--- config.mk ---
export PLATFORM = sky130hd
export DESIGN_NAME = linear_scan_register_assign
export DESIGN_NICKNAME = d
export VERILOG_FILES = /design/src/lsra_pkg.sv /design/src/lsra_pool.sv /design/src/linear_scan_register_assign.sv
export SDC_FILE = /design/constraint.sdc
export NUM_CORES = 1
export LEC_CHECK = 0
export BUFFER_PORTS_ARGS = -buffer_cell sky130_fd_sc_hd__clkbuf_2
export CORE_MARGIN = 1
export CORE_UTILIZATION = 50
export DETAILED_ROUTE_END_ITERATION = 8
export PLACE_DENSITY_LB_ADDON = 0.15
export SYNTH_ARGS = -nofsm -noshare
export SYNTH_HDL_FRONTEND = slang
export SYNTH_SLANG_ARGS = --single-unit
--- constraint.sdc ---
create_clock -name i_clk -period 4 [get_ports i_clk]
set_input_delay 0.6 -clock i_clk [delete_from_list [all_inputs] [get_ports i_clk]]
set_output_delay 0.6 -clock i_clk [all_outputs]
set_load 0.05 [all_outputs]
--- src/lsra_pkg.sv ---
// ----------------------------------------------------------------------------
// Linear scan register assignment package
// Shared payload types, field widths, action codes and default sizes.
// ----------------------------------------------------------------------------
package lsra_pkg;

    // Field widths of the request and response items.
    localparam int POS_W   = 16;
    localparam int LOC_W   = 10;
    localparam int MASK_W  = 5;
    localparam int SPILL_W = 11;

    // Number of spill slots per function; the counter saturates here.
    localparam int SPILL_SLOTS = 1024;

    // Default pool sizes.
    localparam int DEF_INT_REGS         = 7;
    localparam int DEF_INT_CALLEE_FIRST = 2;
    localparam int DEF_FLOAT_REGS       = 7;

    // Request action codes.
    localparam logic ACTION_ALLOCATE = 1'b0;
    localparam logic ACTION_CLEAR    = 1'b1;

    // One live interval, or a clear request.
    typedef struct packed {
        logic                    action;
        logic signed [POS_W-1:0] interval_start;
        logic signed [POS_W-1:0] interval_end;
        logic                    is_float;
        logic                    spans_call;
    } t_req;

    // One assignment result.
    typedef struct packed {
        logic               in_register;
        logic [LOC_W-1:0]   location_index;
        logic               float_pool;
        logic [MASK_W-1:0]  callee_saved_mask;
        logic [SPILL_W-1:0] spill_total;
        logic               spill_overflow;
    } t_rsp;

    // Control from the top level to one register pool.
    typedef struct packed {
        logic step;         // an allocate request is processed this cycle
        logic clear;        // a clear request is processed this cycle
        logic take;         // the interval may take a register of this pool
        logic callee_only;  // search only from the callee-saved floor upward
    } t_pool_ctl;

endpackage

--- src/lsra_pool.sv ---
// ----------------------------------------------------------------------------
// Linear scan register pool
// Busy bits and holder ends of one register file, with release of expired
// holders and a lowest-free-register search in the same cycle.
// ----------------------------------------------------------------------------
module lsra_pool #(
    parameter int NUM_REGS     = lsra_pkg::DEF_INT_REGS,
    parameter int SEARCH_FLOOR = 0,
    parameter int IDX_W        = (NUM_REGS > 1) ? $clog2(NUM_REGS) : 1
) (
    input  logic                                i_clk,
    input  logic                                i_rst_n,
    input  lsra_pkg::t_pool_ctl                 i_ctl,
    input  logic signed [lsra_pkg::POS_W-1:0]   i_start,
    input  logic signed [lsra_pkg::POS_W-1:0]   i_end,
    output logic                                o_found,
    output logic [IDX_W-1:0]                    o_index
);
    import lsra_pkg::*;

    logic [NUM_REGS-1:0]             r_busy;
    logic [NUM_REGS-1:0]             n_busy;
    logic signed [POS_W-1:0]         r_end [NUM_REGS];
    logic [NUM_REGS-1:0]             live;
    logic [NUM_REGS-1:0]             eligible;
    logic [NUM_REGS-1:0]             grant;
    logic                            any_free;

    // A register stays held only while its holder ends at or after the start.
    always_comb begin
        for (int k = 0; k < NUM_REGS; k++) begin
            live[k]     = r_busy[k] && !(r_end[k] < i_start);
            eligible[k] = !live[k] && (!i_ctl.callee_only || k >= SEARCH_FLOOR);
        end
    end

    // Lowest eligible register wins.
    always_comb begin
        any_free = 1'b0;
        o_index  = '0;
        for (int k = NUM_REGS - 1; k >= 0; k--) begin
            if (eligible[k]) begin
                any_free = 1'b1;
                o_index  = IDX_W'(k);
            end
        end
        o_found = i_ctl.take && any_free;
    end

    // Next busy bits: released set plus the newly granted register.
    always_comb begin
        for (int k = 0; k < NUM_REGS; k++) begin
            grant[k] = o_found && (int'(o_index) == k);
        end
        n_busy = live | grant;
    end

    // Busy bits are control state and clear on reset or a clear request.
    always_ff @(posedge i_clk) begin
        if (!i_rst_n) begin
            r_busy <= '0;
        end else if (i_ctl.clear) begin
            r_busy <= '0;
        end else if (i_ctl.step) begin
            r_busy <= n_busy;
        end
    end

    // Holder ends are only read while the matching busy bit is set.
    always_ff @(posedge i_clk) begin
        if (i_ctl.step && o_found) begin
            r_end[o_index] <= i_end;
        end
    end

endmodule

--- src/linear_scan_register_assign.sv ---
// ----------------------------------------------------------------------------
// Linear scan register assignment
// Places live intervals, sorted by start, into integer or float registers or
// spill slots, and reports per-function totals on a clear request.
// ----------------------------------------------------------------------------
// The block accepts one request per clock cycle while the response register
// is empty or being taken, and returns one response for each, in order. A
// request is captured in an input register and resolved once the response
// register can take it: release of expired holders, the lowest-free register
// search in both pools and the spill count all complete together and load the
// response register. Throughput is one interval per cycle unless the response
// side stalls. Requests keep flowing while a response waits, as long as the
// response register is taken or empty. A clear request returns the
// callee-saved mask and spill total of the finished function and then resets
// the pools, mask and spill counter.
module linear_scan_register_assign #(
    parameter int INT_REGS         = lsra_pkg::DEF_INT_REGS,
    parameter int INT_CALLEE_FIRST = lsra_pkg::DEF_INT_CALLEE_FIRST,
    parameter int FLOAT_REGS       = lsra_pkg::DEF_FLOAT_REGS
) (
    input  logic           i_clk,
    input  logic           i_rst_n,
    input  logic           i_req_valid,
    output logic           o_req_ready,
    input  lsra_pkg::t_req i_req,
    output logic           o_rsp_valid,
    input  logic           i_rsp_ready,
    output lsra_pkg::t_rsp o_rsp
);
    import lsra_pkg::*;

    localparam int INT_IDX_W   = (INT_REGS > 1) ? $clog2(INT_REGS) : 1;
    localparam int FLOAT_IDX_W = (FLOAT_REGS > 1) ? $clog2(FLOAT_REGS) : 1;

    logic                   r_req_vld;
    t_req                   r_req;
    logic                   r_rsp_vld;
    t_rsp                   r_rsp;
    t_rsp                   n_rsp;
    logic [MASK_W-1:0]      r_callee;
    logic [MASK_W-1:0]      n_callee;
    logic [SPILL_W-1:0]     r_spill;
    logic [SPILL_W-1:0]     n_spill;
    logic                   proc_fire;
    logic                   is_alloc;
    logic                   is_clear;
    t_pool_ctl              int_ctl;
    t_pool_ctl              float_ctl;
    logic                   int_found;
    logic [INT_IDX_W-1:0]   int_idx;
    logic                   float_found;
    logic [FLOAT_IDX_W-1:0] float_idx;

    // The held request is resolved when the response register can take it.
    assign proc_fire   = r_req_vld && (!r_rsp_vld || i_rsp_ready);
    assign o_req_ready = !r_req_vld || proc_fire;
    assign is_alloc    = proc_fire && (r_req.action == ACTION_ALLOCATE);
    assign is_clear    = proc_fire && (r_req.action == ACTION_CLEAR);

    // Input register.
    always_ff @(posedge i_clk) begin
        if (!i_rst_n) begin
            r_req_vld <= 1'b0;
        end else if (o_req_ready) begin
            r_req_vld <= i_req_valid;
        end
    end

    always_ff @(posedge i_clk) begin
        if (o_req_ready && i_req_valid) begin
            r_req <= i_req;
        end
    end

    // Pool control: both pools release on every allocate request.
    always_comb begin
        int_ctl.step        = is_alloc;
        int_ctl.clear       = is_clear;
        int_ctl.take        = !r_req.is_float;
        int_ctl.callee_only = r_req.spans_call;

        float_ctl.step        = is_alloc;
        float_ctl.clear       = is_clear;
        float_ctl.take        = r_req.is_float && !r_req.spans_call;
        float_ctl.callee_only = 1'b0;
    end

    lsra_pool #(
        .NUM_REGS     (INT_REGS),
        .SEARCH_FLOOR (INT_CALLEE_FIRST),
        .IDX_W        (INT_IDX_W)
    ) u_int_pool (
        .i_clk   (i_clk),
        .i_rst_n (i_rst_n),
        .i_ctl   (int_ctl),
        .i_start (r_req.interval_start),
        .i_end   (r_req.interval_end),
        .o_found (int_found),
        .o_index (int_idx)
    );

    lsra_pool #(
        .NUM_REGS     (FLOAT_REGS),
        .SEARCH_FLOOR (0),
        .IDX_W        (FLOAT_IDX_W)
    ) u_float_pool (
        .i_clk   (i_clk),
        .i_rst_n (i_rst_n),
        .i_ctl   (float_ctl),
        .i_start (r_req.interval_start),
        .i_end   (r_req.interval_end),
        .o_found (float_found),
        .o_index (float_idx)
    );

    // Callee-saved usage: set the bit of an integer register at or above the floor.
    always_comb begin
        n_callee = r_callee;
        for (int k = 0; k < MASK_W; k++) begin
            if (int_found && (INT_CALLEE_FIRST + k < INT_REGS)
                    && (int'(int_idx) == INT_CALLEE_FIRST + k)) begin
                n_callee[k] = 1'b1;
            end
        end
    end

    // Response and spill counter for the held request.
    always_comb begin
        n_rsp   = '0;
        n_spill = r_spill;
        if (r_req.action == ACTION_CLEAR) begin
            n_rsp.callee_saved_mask = r_callee;
            n_rsp.spill_total       = r_spill;
        end else begin
            n_rsp.float_pool = r_req.is_float;
            if (float_found) begin
                n_rsp.in_register    = 1'b1;
                n_rsp.location_index = LOC_W'(float_idx);
            end else if (int_found) begin
                n_rsp.in_register    = 1'b1;
                n_rsp.location_index = LOC_W'(int_idx);
            end else if (r_spill < SPILL_W'(SPILL_SLOTS)) begin
                n_rsp.location_index = r_spill[LOC_W-1:0];
                n_spill              = r_spill + SPILL_W'(1);
            end else begin
                n_rsp.spill_overflow = 1'b1;
            end
            n_rsp.callee_saved_mask = n_callee;
            n_rsp.spill_total       = n_spill;
        end
    end

    // Per-function totals.
    always_ff @(posedge i_clk) begin
        if (!i_rst_n) begin
            r_callee <= '0;
            r_spill  <= '0;
        end else if (is_clear) begin
            r_callee <= '0;
            r_spill  <= '0;
        end else if (is_alloc) begin
            r_callee <= n_callee;
            r_spill  <= n_spill;
        end
    end

    // Response register.
    always_ff @(posedge i_clk) begin
        if (!i_rst_n) begin
            r_rsp_vld <= 1'b0;
        end else if (proc_fire) begin
            r_rsp_vld <= 1'b1;
        end else if (i_rsp_ready) begin
            r_rsp_vld <= 1'b0;
        end
    end

    always_ff @(posedge i_clk) begin
        if (proc_fire) begin
            r_rsp <= n_rsp;
        end
    end

    assign o_rsp_valid = r_rsp_vld;
    assign o_rsp       = r_rsp;

endmodule

== Yosys cells after proc, flatten, opt, wreduce, memory -nomap -nowiden ==
Memories as Yosys holds them, arrays and structs flattened.
Index checks and enable logic that the tools add are counted.
Storage, ports and cells
  register bits after elaboration: 96
  memory bits (writable): 224
  input bits: 39
  output and inout bits: 31
  logic and storage cells: 169
  memories kept: 2
Operators by class
  add/sub/neg operators: 1
  $lt $le $gt $ge: 15
  equal/unequal tests: 12
  multiplexer cells: 48
  bitwise operators: 5
  reduce and logical (&&, ||, !) cells: 68
Memories
  u_float_pool.r_end: words 7, width 16, rd ports 7, clocked after Yosys merged registers in 0, write ports 1, line lsra_pool.sv:23  | logic signed [POS_W-1:0] r_end [NUM_REGS];
  u_int_pool.r_end: words 7, width 16, rd ports 7, clocked after Yosys merged registers in 0, write ports 1, line lsra_pool.sv:23
Operators with widths (number)
  $lt A16 B16 Y1: 14
  $mux W11: 4
  $mux W3: 14
  $logic_and A1 B1 Y1: 39
  $mux W1: 27
  $eq A3 B3 Y1 const B: 8
  $logic_not A1 Y1: 20
  $mux W10: 2
  $mux W16: 1
  $or A7 B7 Y7: 2
  $eq A3 B2 Y1 const B: 4
  $add A11 B1 Y11 const B: 1
  $lt A11 B11 Y1 const B: 1
  $logic_not A3 Y1: 2
  $reduce_or A4 Y1: 1
  $not A1 Y1: 3
  $reduce_or A3 Y1: 1
  $logic_or A1 B1 Y1: 2
  $reduce_and A2 Y1: 1
  $reduce_bool A2 Y1: 1
  $reduce_or A2 Y1: 1

== Longest topological paths before layout ==
Gate-level depths: netlist of the first run.
An unclocked memory read counts as a cell.
  depth in word-level cells: 15
  gate-level depth with buffers: 12
  depth with buffers taken out: 11

== Modules after synthesis ==
From an unflattened synthesis of the first run, not the netlist that was laid out.
Second synthesis, totals
  cell total of the unflattened synthesis: 1162
  area total of the unflattened synthesis: 15672.5 µm²
Modules (own cells, without submodules)
  lsra_pool (u_int_pool): times used 1, cells an instance 472, area each 6256.0 µm², sequential area each 3503.4 µm²
  lsra_pool (u_float_pool): times used 1, cells an instance 458, area each 6212.2 µm², sequential area each 3503.4 µm²
  linear_scan_register_assign: times used 1, cells an instance 232, area each 3204.3 µm², sequential area each 2282.2 µm²

== Worst setup path before layout of the first run ==
No wires, ideal clock.
  path kind: register to register
  from: register r_req[27] (netlist bit)
  to: memory u_float_pool.r_end[4][0], enable pin
  library setup time: 0.415 ns
  arrival: 3.941 ns
  required time: 3.585 ns
  path slack: -0.357 ns
  stages on the path, launching flop included: 11
  buffers on the path: 0
  period minus slack after synthesis: 4.357 ns
  cells stage by stage: edfxtp_1 -> inv_1 -> ha_1 -> a21o_1 -> a21o_1 -> a2111oi_0 -> o211ai_1 -> nand2_1 -> nor2_1 -> a2111oi_0 -> nor3b_1
Between the ends
  longest elaborated chain between the ends: 14
  elaborated cells between the ends (all ways): 39
  classes of those cells: 7 x order compare; 16 x mux; 16 x reduce/logical
Ends and longest elaborated chain
  start, declared: line linear_scan_register_assign.sv:36  | t_req r_req;
  start signal, assigned: line linear_scan_register_assign.sv:71  | r_req <= i_req;
  $lt A16 B16 Y1: line lsra_pool.sv:32  | live[k] = r_busy[k] && !(r_end[k] < i_start);
  $logic_not A1 Y1: line lsra_pool.sv:32
  $logic_and A1 B1 Y1: line lsra_pool.sv:32
  $mux W1 (7 in series): line lsra_pool.sv:42  | if (eligible[k]) begin
  $logic_and A1 B1 Y1: line lsra_pool.sv:47  | o_found = i_ctl.take && any_free;
  $logic_and A1 B1 Y1: line lsra_pool.sv:71  | if (i_ctl.step && o_found) begin
  $mux W1: line lsra_pool.sv:71
  $mux W1 (not written as such): line lsra_pool.sv:72  | r_end[o_index] <= i_end;
  end, declared: line lsra_pool.sv:23
Parallel ways exist; a longest one is shown, timed or not.

==> results of run 1 <==
## power by group
group	switching (mW)	internal (mW)	total [mW]
clock network	1.25	1.76	3.01
registers	0.0655	3.69	3.76
logic	0.344	0.193	0.537
total	1.66	5.64	7.31
## logic make-up after synthesis
family,count (synthesis),synth area share
DFF,320,0.588
AOI/OAI and AO/OA,276,0.119
and+or+nand+nor,276,0.0993
adders and majority gates,212,0.168
buffers and inverters,56,0.0146
muxes,9,0.00689
xor gates and xnor gates,8,0.00443
## cell type report
cell class                 count  area [um^2]
multi-input combinational    781         6330
tap                          396          495
sequential                   320         9290
fill                        2417        12700
inverter                      36          139
timing repair buffer         132          856
clock buffer                  46          927
clock inverter                16          126
## repair_timing
action | CTS | global route
setup endpoints to repair | 0 | 90
resized for setup | 0 | 6
setup buffers | 0 | 3
## worst max path at each step
| stage | startpoint | endpoint |
|---|---|---|
| after floorplan | r_req[19] | u_int_pool.r_end[4][0] |
| after global placement | r_req[31] | u_float_pool.r_end[5][1] |
| after detailed placement | r_req[31] | u_float_pool.r_end[5][1] |
| after CTS | r_req[27] | u_float_pool.r_end[5][12] |
| after global routing | r_req[31] | u_float_pool.r_end[4][11] |
| final | r_req[25] | o_rsp[1] |
## worst reg2reg max path, stage by stage (launching register included)
cell	delay [ps]
edfxtp_1	380
inv_1	330
buf_4	260
ha_1	170
and3_1	170
nand2_1	80
o31ai_1	650
nand4_1	310
o31a_4	520
nor3_1	300
mux2_2	370
## sequential cells by signal, summed over array words and instances (netlist names)
| name | cells |
|---|---|
| u_int_pool.r_end | 112 |
| r_spill | 11 |
| o_rsp_valid | 1 |
| r_req_vld | 1 |
| u_float_pool.r_busy | 7 |
| o_rsp | 29 |
| u_float_pool.r_end | 112 |
| int_ctl | 1 |
| r_callee | 5 |
| u_int_pool.r_busy | 7 |
| r_req | 34 |
## stage by stage
stage	utilization	setup TNS [ps]	area, um^2
after global routing	0.589	0	18200
after floorplan	-	-119	15800
after global placement	0.554	0	17100
after CTS	0.588	0	18100
final	0.589	0	18200
after detailed placement	0.554	0	17100
## placed cells by master, fill, tap and decap left out, types with 8 or more instances in the layout
cell type / count
o21a_1: 25
clkbuf_2: 69
nor2b_1: 17
buf_4: 60
a31oi_1: 13
nand2b_1: 21
clkbuf_16: 35
a211oi_1: 15
nand2_1: 63
inv_1: 33
edfxtp_1: 288
dfxtp_1: 32
and2_1: 14
nor4_2: 8
a21oi_1: 68
a21o_1: 36
o21ai_0: 40
ha_1: 212
o31ai_1: 11
nand4_1: 31
nor3_1: 13
and3_1: 14
nand3_1: 24
clkbuf_1: 10
nor2_1: 31
## metal layers
| layer | wire, um | part of all wire | vias to the layer above |
|---|---|---|---|
| li1 | - | - | 4876 |
| met1 | 16000 | 0.44 | 5047 |
| met2 | 17700 | 0.48 | 260 |
| met3 | 1620 | 0.044 | 78 |
| met4 | 1320 | 0.036 | 0 |
| met5 | 0 | 0 | - |
==> flow_summary.json, run 1 <==
{
  "reg2reg_to": "o_rsp[1]",
  "peakVddDrop_mv": 0.396,
  "end_kind": "register",
  "ant_nets": 0,
  "place_congestion": 0.884,
  "placed_cells": 1662,
  "cp.arrival_ps": 4060,
  "h-tree-depth": 2,
  "powerDensity_nw_per_um2": 402,
  "setup_viol": 0,
  "cts_inserted_buffers": 35,
  "power_leakage_nw": 7.11,
  "critPathSlowestCell": "o31ai_1",
  "grt_overflow_total": 0,
  "cts_tree": "done",
  "grt.met2_usage": 0.391,
  "fin_total_pwr_mw": 7.31,
  "min_from": "i_req[3]",
  "ys_ff_latch": 320,
  "yosysMostFrequentCell": "edfxtp_1",
  "layoutNonFillerInstCount": 1727,
  "path_depth": 10,
  "crit_required_ps": 4250,
  "fp-row-count": 64,
  "die_x_um": 180,
  "grt_setup_unrepaired": "false",
  "drt-vias-per-instance": 5.94,
  "seq_area_frac_synth": 0.588,
  "grt-busiest-layer": "met2",
  "io_pins": 70,
  "antenna_cells": 0,
  "synthCells": 1157,
  "synth_top_area_share": 0.547,
  "grt_max_degree": 36,
  "drt_wl_total_um": 36700,
  "final_max_slew_viol_count": 0,
  "grt_pass1_wl_um": 56700,
  "worstPathCellList": "inv_1 > buf_4 > ha_1 > and3_1 > nand2_1 > o31ai_1 > nand4_1 > o31a_4 > nor3_1 > mux2_2",
  "status": "finished, final reports clean",
  "die_h_um": 180,
  "design.die.area_um2": 32300,
  "grt_use_met3": 0.0320,
  "fin_hold_ws_ps": 263,
  "hold_buffers": 0,
  "synth-edff-count": 288,
  "detailed_place_hpwl_um": 26500,
  "ff2ff_path_depth": 10,
  "hold-path-endpoint": "r_req[3]",
  "fmaxAchievable_ghz": 0.263,
  "relSlewSlack": 0.343,
  "synth_common_cells": "288 x edfxtp_1, 212 x ha_1, 68 x a21oi_1",
  "async_flop_share": 0,
  "grt_pass1_vias": 10500,
  "route.detailed.drc": 0,
  "vias": 10300,
  "grt_use_total": 0.228,
  "ys.flop_type": "edfxtp_1",
  "drv_cap": 0,
  "synth_cell_types": 75,
  "clock-sinks": 320,
  "first_pass_iters": 5,
  "criticalPathCategory": "reg -> reg",
  "skew_ps": 15.3,
  "syn2layout_area_growth_pct": 14.9,
  "clk_pin_slew_ps": 60,
  "worst_hold_path_type": "in -> reg",
  "drive_above_1_share": 0.163,
  "regToRegStartpoint": "r_req[25]",
  "fin_nets": 1557,
  "fin_crit_sh": 0.951,
  "crit_fanout": 14,
  "start_util": 0.513,
  "syn_avg_cell_area_um2": 13.7,
  "synth.area.top_cells": "edfxtp_1 55%, ha_1 17%, dfxtp_1 4.1%",
  "grt.met1_usage": 0.292,
  "core_area_um2": 30800,
  "r2r_setup_slack_ps": 200,
  "tightest_slew_ps": 985,
  "syn_nets": 1408,
  "pre_cts_ws_ps": 62.7,
  "wl_per_cell_um": 21.3,
  "setup_slack_ps": 197,
  "io_buffers": 69,
  "syn-cell-area_um2": 15800,
  "antenna_found_initial": 0,
  "yosys.area.top_type": "edfxtp_1",
  "cts_root_buf": "clkbuf_16",
  "synth_warnings": 0,
  "clkLatencyLatePin_ps": 510,
  "finalHoldViolations": 0,
  "cp_top_family": "compound AO/OA/AOI/OAI gates",
  "drt_iter0_drc": 658,
  "hold_depth": 1,
  "clockBufferDepth": 3,
  "worst-path-buf-inv": 2,
  "cpPeakStageDelay_ps": 650,
  "layout_min_cycle_time_ps": 3800,
  "worst_setup_path_start_kind": "register"
}
Note: power is estimated with default switching activity, not from simulation.
==> run 2: changes to the inputs <==
--- a/config.mk
+++ b/config.mk
@@ -7,2 +7,3 @@
 export LEC_CHECK = 0
+export ABC_AREA = 1
 export BUFFER_PORTS_ARGS = -buffer_cell sky130_fd_sc_hd__clkbuf_2
==> constraint.sdc (replaced) <==
create_clock -name i_clk -period 4 [get_ports i_clk]
set_input_delay 1.2 -clock i_clk [delete_from_list [all_inputs] [get_ports i_clk]]
set_output_delay 1.2 -clock i_clk [all_outputs]
set_load 0.05 [all_outputs]
==> run 2 against run 1 <==
Compared with the run above:
- register-to-register slack gained 270 ps
- largest power group unchanged
- routed wire length fell by 7.3%
- synthesized cell count up 27%
- critical path type unchanged
==> flow_summary.json, run 2 <==
{
  "status": "finished, final reports clean",
  "fin_crit_sh": 0.884,
  "regToRegStartpoint": "r_req[23]",
  "antenna_found_initial": 0,
  "die_h_um": 182,
  "p_int_mw": 5.75,
  "ant_nets": 0,
  "clkLatencyLatePin_ps": 530,
  "grt_use_total": 0.215,
  "final_common_cell": "nand2_1",
  "drv_cap": 0,
  "reg.largest.list": "u_float_pool.r_end: 112 flops, u_int_pool.r_end: 112 flops, r_req: 34 flops",
  "seq_area_um2": 9290,
  "fmaxAchievable_ghz": 0.283,
  "ctsResizeCount": 0,
  "yosysMostFrequentCell": "nand2_1",
  "criticalPathCategory": "reg -> reg",
  "synth_common_cells": "351 x nand2_1, 288 x edfxtp_1, 212 x ha_1",
  "synth-edff-count": 288,
  "clock-sinks": 320,
  "first_pass_iters": 5,
  "core_area_um2": 31600,
  "switching_share": 0.235,
  "io_buffers": 69,
  "power_leakage_nw": 7.87,
  "drt_wl_total_um": 34000,
  "ys_ff_latch": 320,
  "ys.flop_type": "edfxtp_1",
  "io_pins": 70,
  "placed_cells": 1958,
  "crit_required_ps": 4200,
  "drt-vias-per-instance": 5.33,
  "peakVddDrop_mv": 0.341,
  "syn2layout_area_growth_pct": 13.4,
  "route.detailed.drc": 0,
  "synth.area.top_cells": "edfxtp_1 54%, ha_1 16%, nand2_1 8.2%",
  "cts_root_buf": "clkbuf_16",
  "antenna_cells": 0,
  "endpoint": "u_int_pool.r_end[4][2]",
  "tightest_slew_ps": 1020,
  "synth_cell_types": 39,
  "pwr-share-clk": 0.421,
  "yosys.area.top_type": "edfxtp_1",
  "multi_input_area_um2": 6210,
  "grt_overflow_total": 0,
  "cts_tree": "done",
  "grt_max_degree": 34,
  "final_max_slew_viol_count": 0,
  "clockBufferDepth": 3,
  "drive_above_1_share": 0.119,
  "setup_viol": 0,
  "cts_inserted_buffers": 36,
  "syn_nets": 1721,
  "finalInstanceArea_um2": 18300,
  "powerDensity_nw_per_um2": 410,
  "clk_pin_slew_ps": 60,
  "synth_warnings": 0,
  "die_x_um": 182,
  "seq_area_frac_synth": 0.576,
  "fin_hold_ws_ps": 450,
  "post_cts_buffers": 0,
  "seq_power_share": 0.503,
  "hold_buffers": 0,
  "start_util": 0.510,
  "end_kind": "register",
  "grt_pass1_wl_um": 55500,
  "worst_setup_path_start_kind": "register",
  "switching_power_mw": 1.76,
  "setup_slack_ps": 463,
  "synth_top_area_share": 0.536,
  "skew_ps": 23.5,
  "cp.arrival_ps": 3730,
  "finalHoldViolations": 0,
  "grt_pass1_vias": 11000,
  "nFillCells": 2553,
  "place_congestion": 0.893,
  "worst_hold_path_type": "reg -> reg",
  "r2r_setup_slack_ps": 460,
  "crit_fanout": 16,
  "final_cell_mix": "351 x nand2_1, 288 x edfxtp_1, 212 x ha_1",
  "critPathLaunch": "r_req[23]",
  "layout_min_cycle_time_ps": 3540,
  "drt_iter0_drc": 656,
  "detailed_place_hpwl_um": 24000,
  "fin_nets": 1845,
  "vias": 10800,
  "reg2reg_to": "u_int_pool.r_end[4][2]",
  "syn-cell-area_um2": 16100,
  "async_flop_share": 0,
  "place_area_um2": 17200,
  "grt_setup_unrepaired": "false",
  "design.die.area_um2": 33000,
  "relSlewSlack": 0.314,
  "wl_per_cell_um": 16.8,
  "p_comb_frac": 0.075,
  "pre_cts_ws_ps": 448,
  "setup_tns_ps": 0,
  "ff2ff_path_depth": 16,
  "final_util": 0.579,
  "syn_avg_cell_area_um2": 11.0,
  "fp-row-count": 65,
  "h-tree-depth": 2,
  "synthCells": 1470,
  "layoutNonFillerInstCount": 2022,
  "fin_total_pwr_mw": 7.51
}
==> run 2: cell types whose count changed after synthesis, sizes merged, moves of 24 or more <==
cell and delta:
a21o -36, a21oi +55, inv +108, nand2 +294
nand3 +53, nor2 +57, o21a -24
==> run 2: worst max-delay path: stages (launching register included) <==
cell,delay (ps)
edfxtp_1,360
inv_1,440
ha_1,350
a21oi_1,150
nor2_1,50
nor3_1,130
nand2_1,150
nand2_1,120
nand2_1,60
nand2_1,70
nand3_2,120
nor2_4,180
nand2_1,100
nor3_2,340
nand4_1,200
inv_1,100
buf_4,250
==> run 2: power groups by stage <==
| stage | combinational [mW] | sequential, mW | clock [mW] |
|---|---|---|---|
| 2_1_floorplan | 0.352 | 3.86 | 0 |
| 6_report | 0.565 | 3.78 | 3.16 |
| 5_1_grt | 0.650 | 3.79 | 3.37 |
| 3_5_place_dp | 0.568 | 3.85 | 0 |
| 3_3_place_gp | 0.552 | 3.85 | 0 |
| 4_1_cts | 0.572 | 3.78 | 3.23 |
==> run 2: worst min-delay path by stage <==
stage	from	cells past startpoint	slack (ps)	endpoint
2_1_floorplan	r_callee[0]	2	430	r_callee[0]
3_3_place_gp	r_callee[0]	2	440	r_callee[0]
3_5_place_dp	r_callee[0]	2	450	r_callee[0]
4_1_cts	r_callee[0]	2	460	r_callee[0]
5_1_grt	r_callee[0]	2	480	r_callee[0]
6_report	r_callee[0]	2	450	r_callee[0]
==> run 2: per-layer routing <==
metal / global-route usage / vias up / wire length, um / part of all wire
met5: 0 / - / 0 / 0
met4: 0.0624 / 0 / 711 / 0.021
met3: 0.0333 / 53 / 1520 / 0.045
met2: 0.372 / 207 / 16500 / 0.49
met1: 0.279 / 5109 / 15300 / 0.45
li1: - / 5412 / - / -
==> run 2: cells by family after synthesis <==
kind of cell,synth area share
compound gates,0.0636
buf+inv,0.0398
fa+ha+maj,0.164
flops,0.576
xor+xnor,0.00434
simple gates,0.152
==> run 2: layout make-up <==
class | instances | area share
inverter | 144 | 0.0295
multi-input combinational | 986 | 0.339
clock buffer | 42 | 0.0505
clock inverter | 22 | 0.0115
tap | 402 | 0.0275
sequential | 320 | 0.508
timing repair buffer | 106 | 0.0340
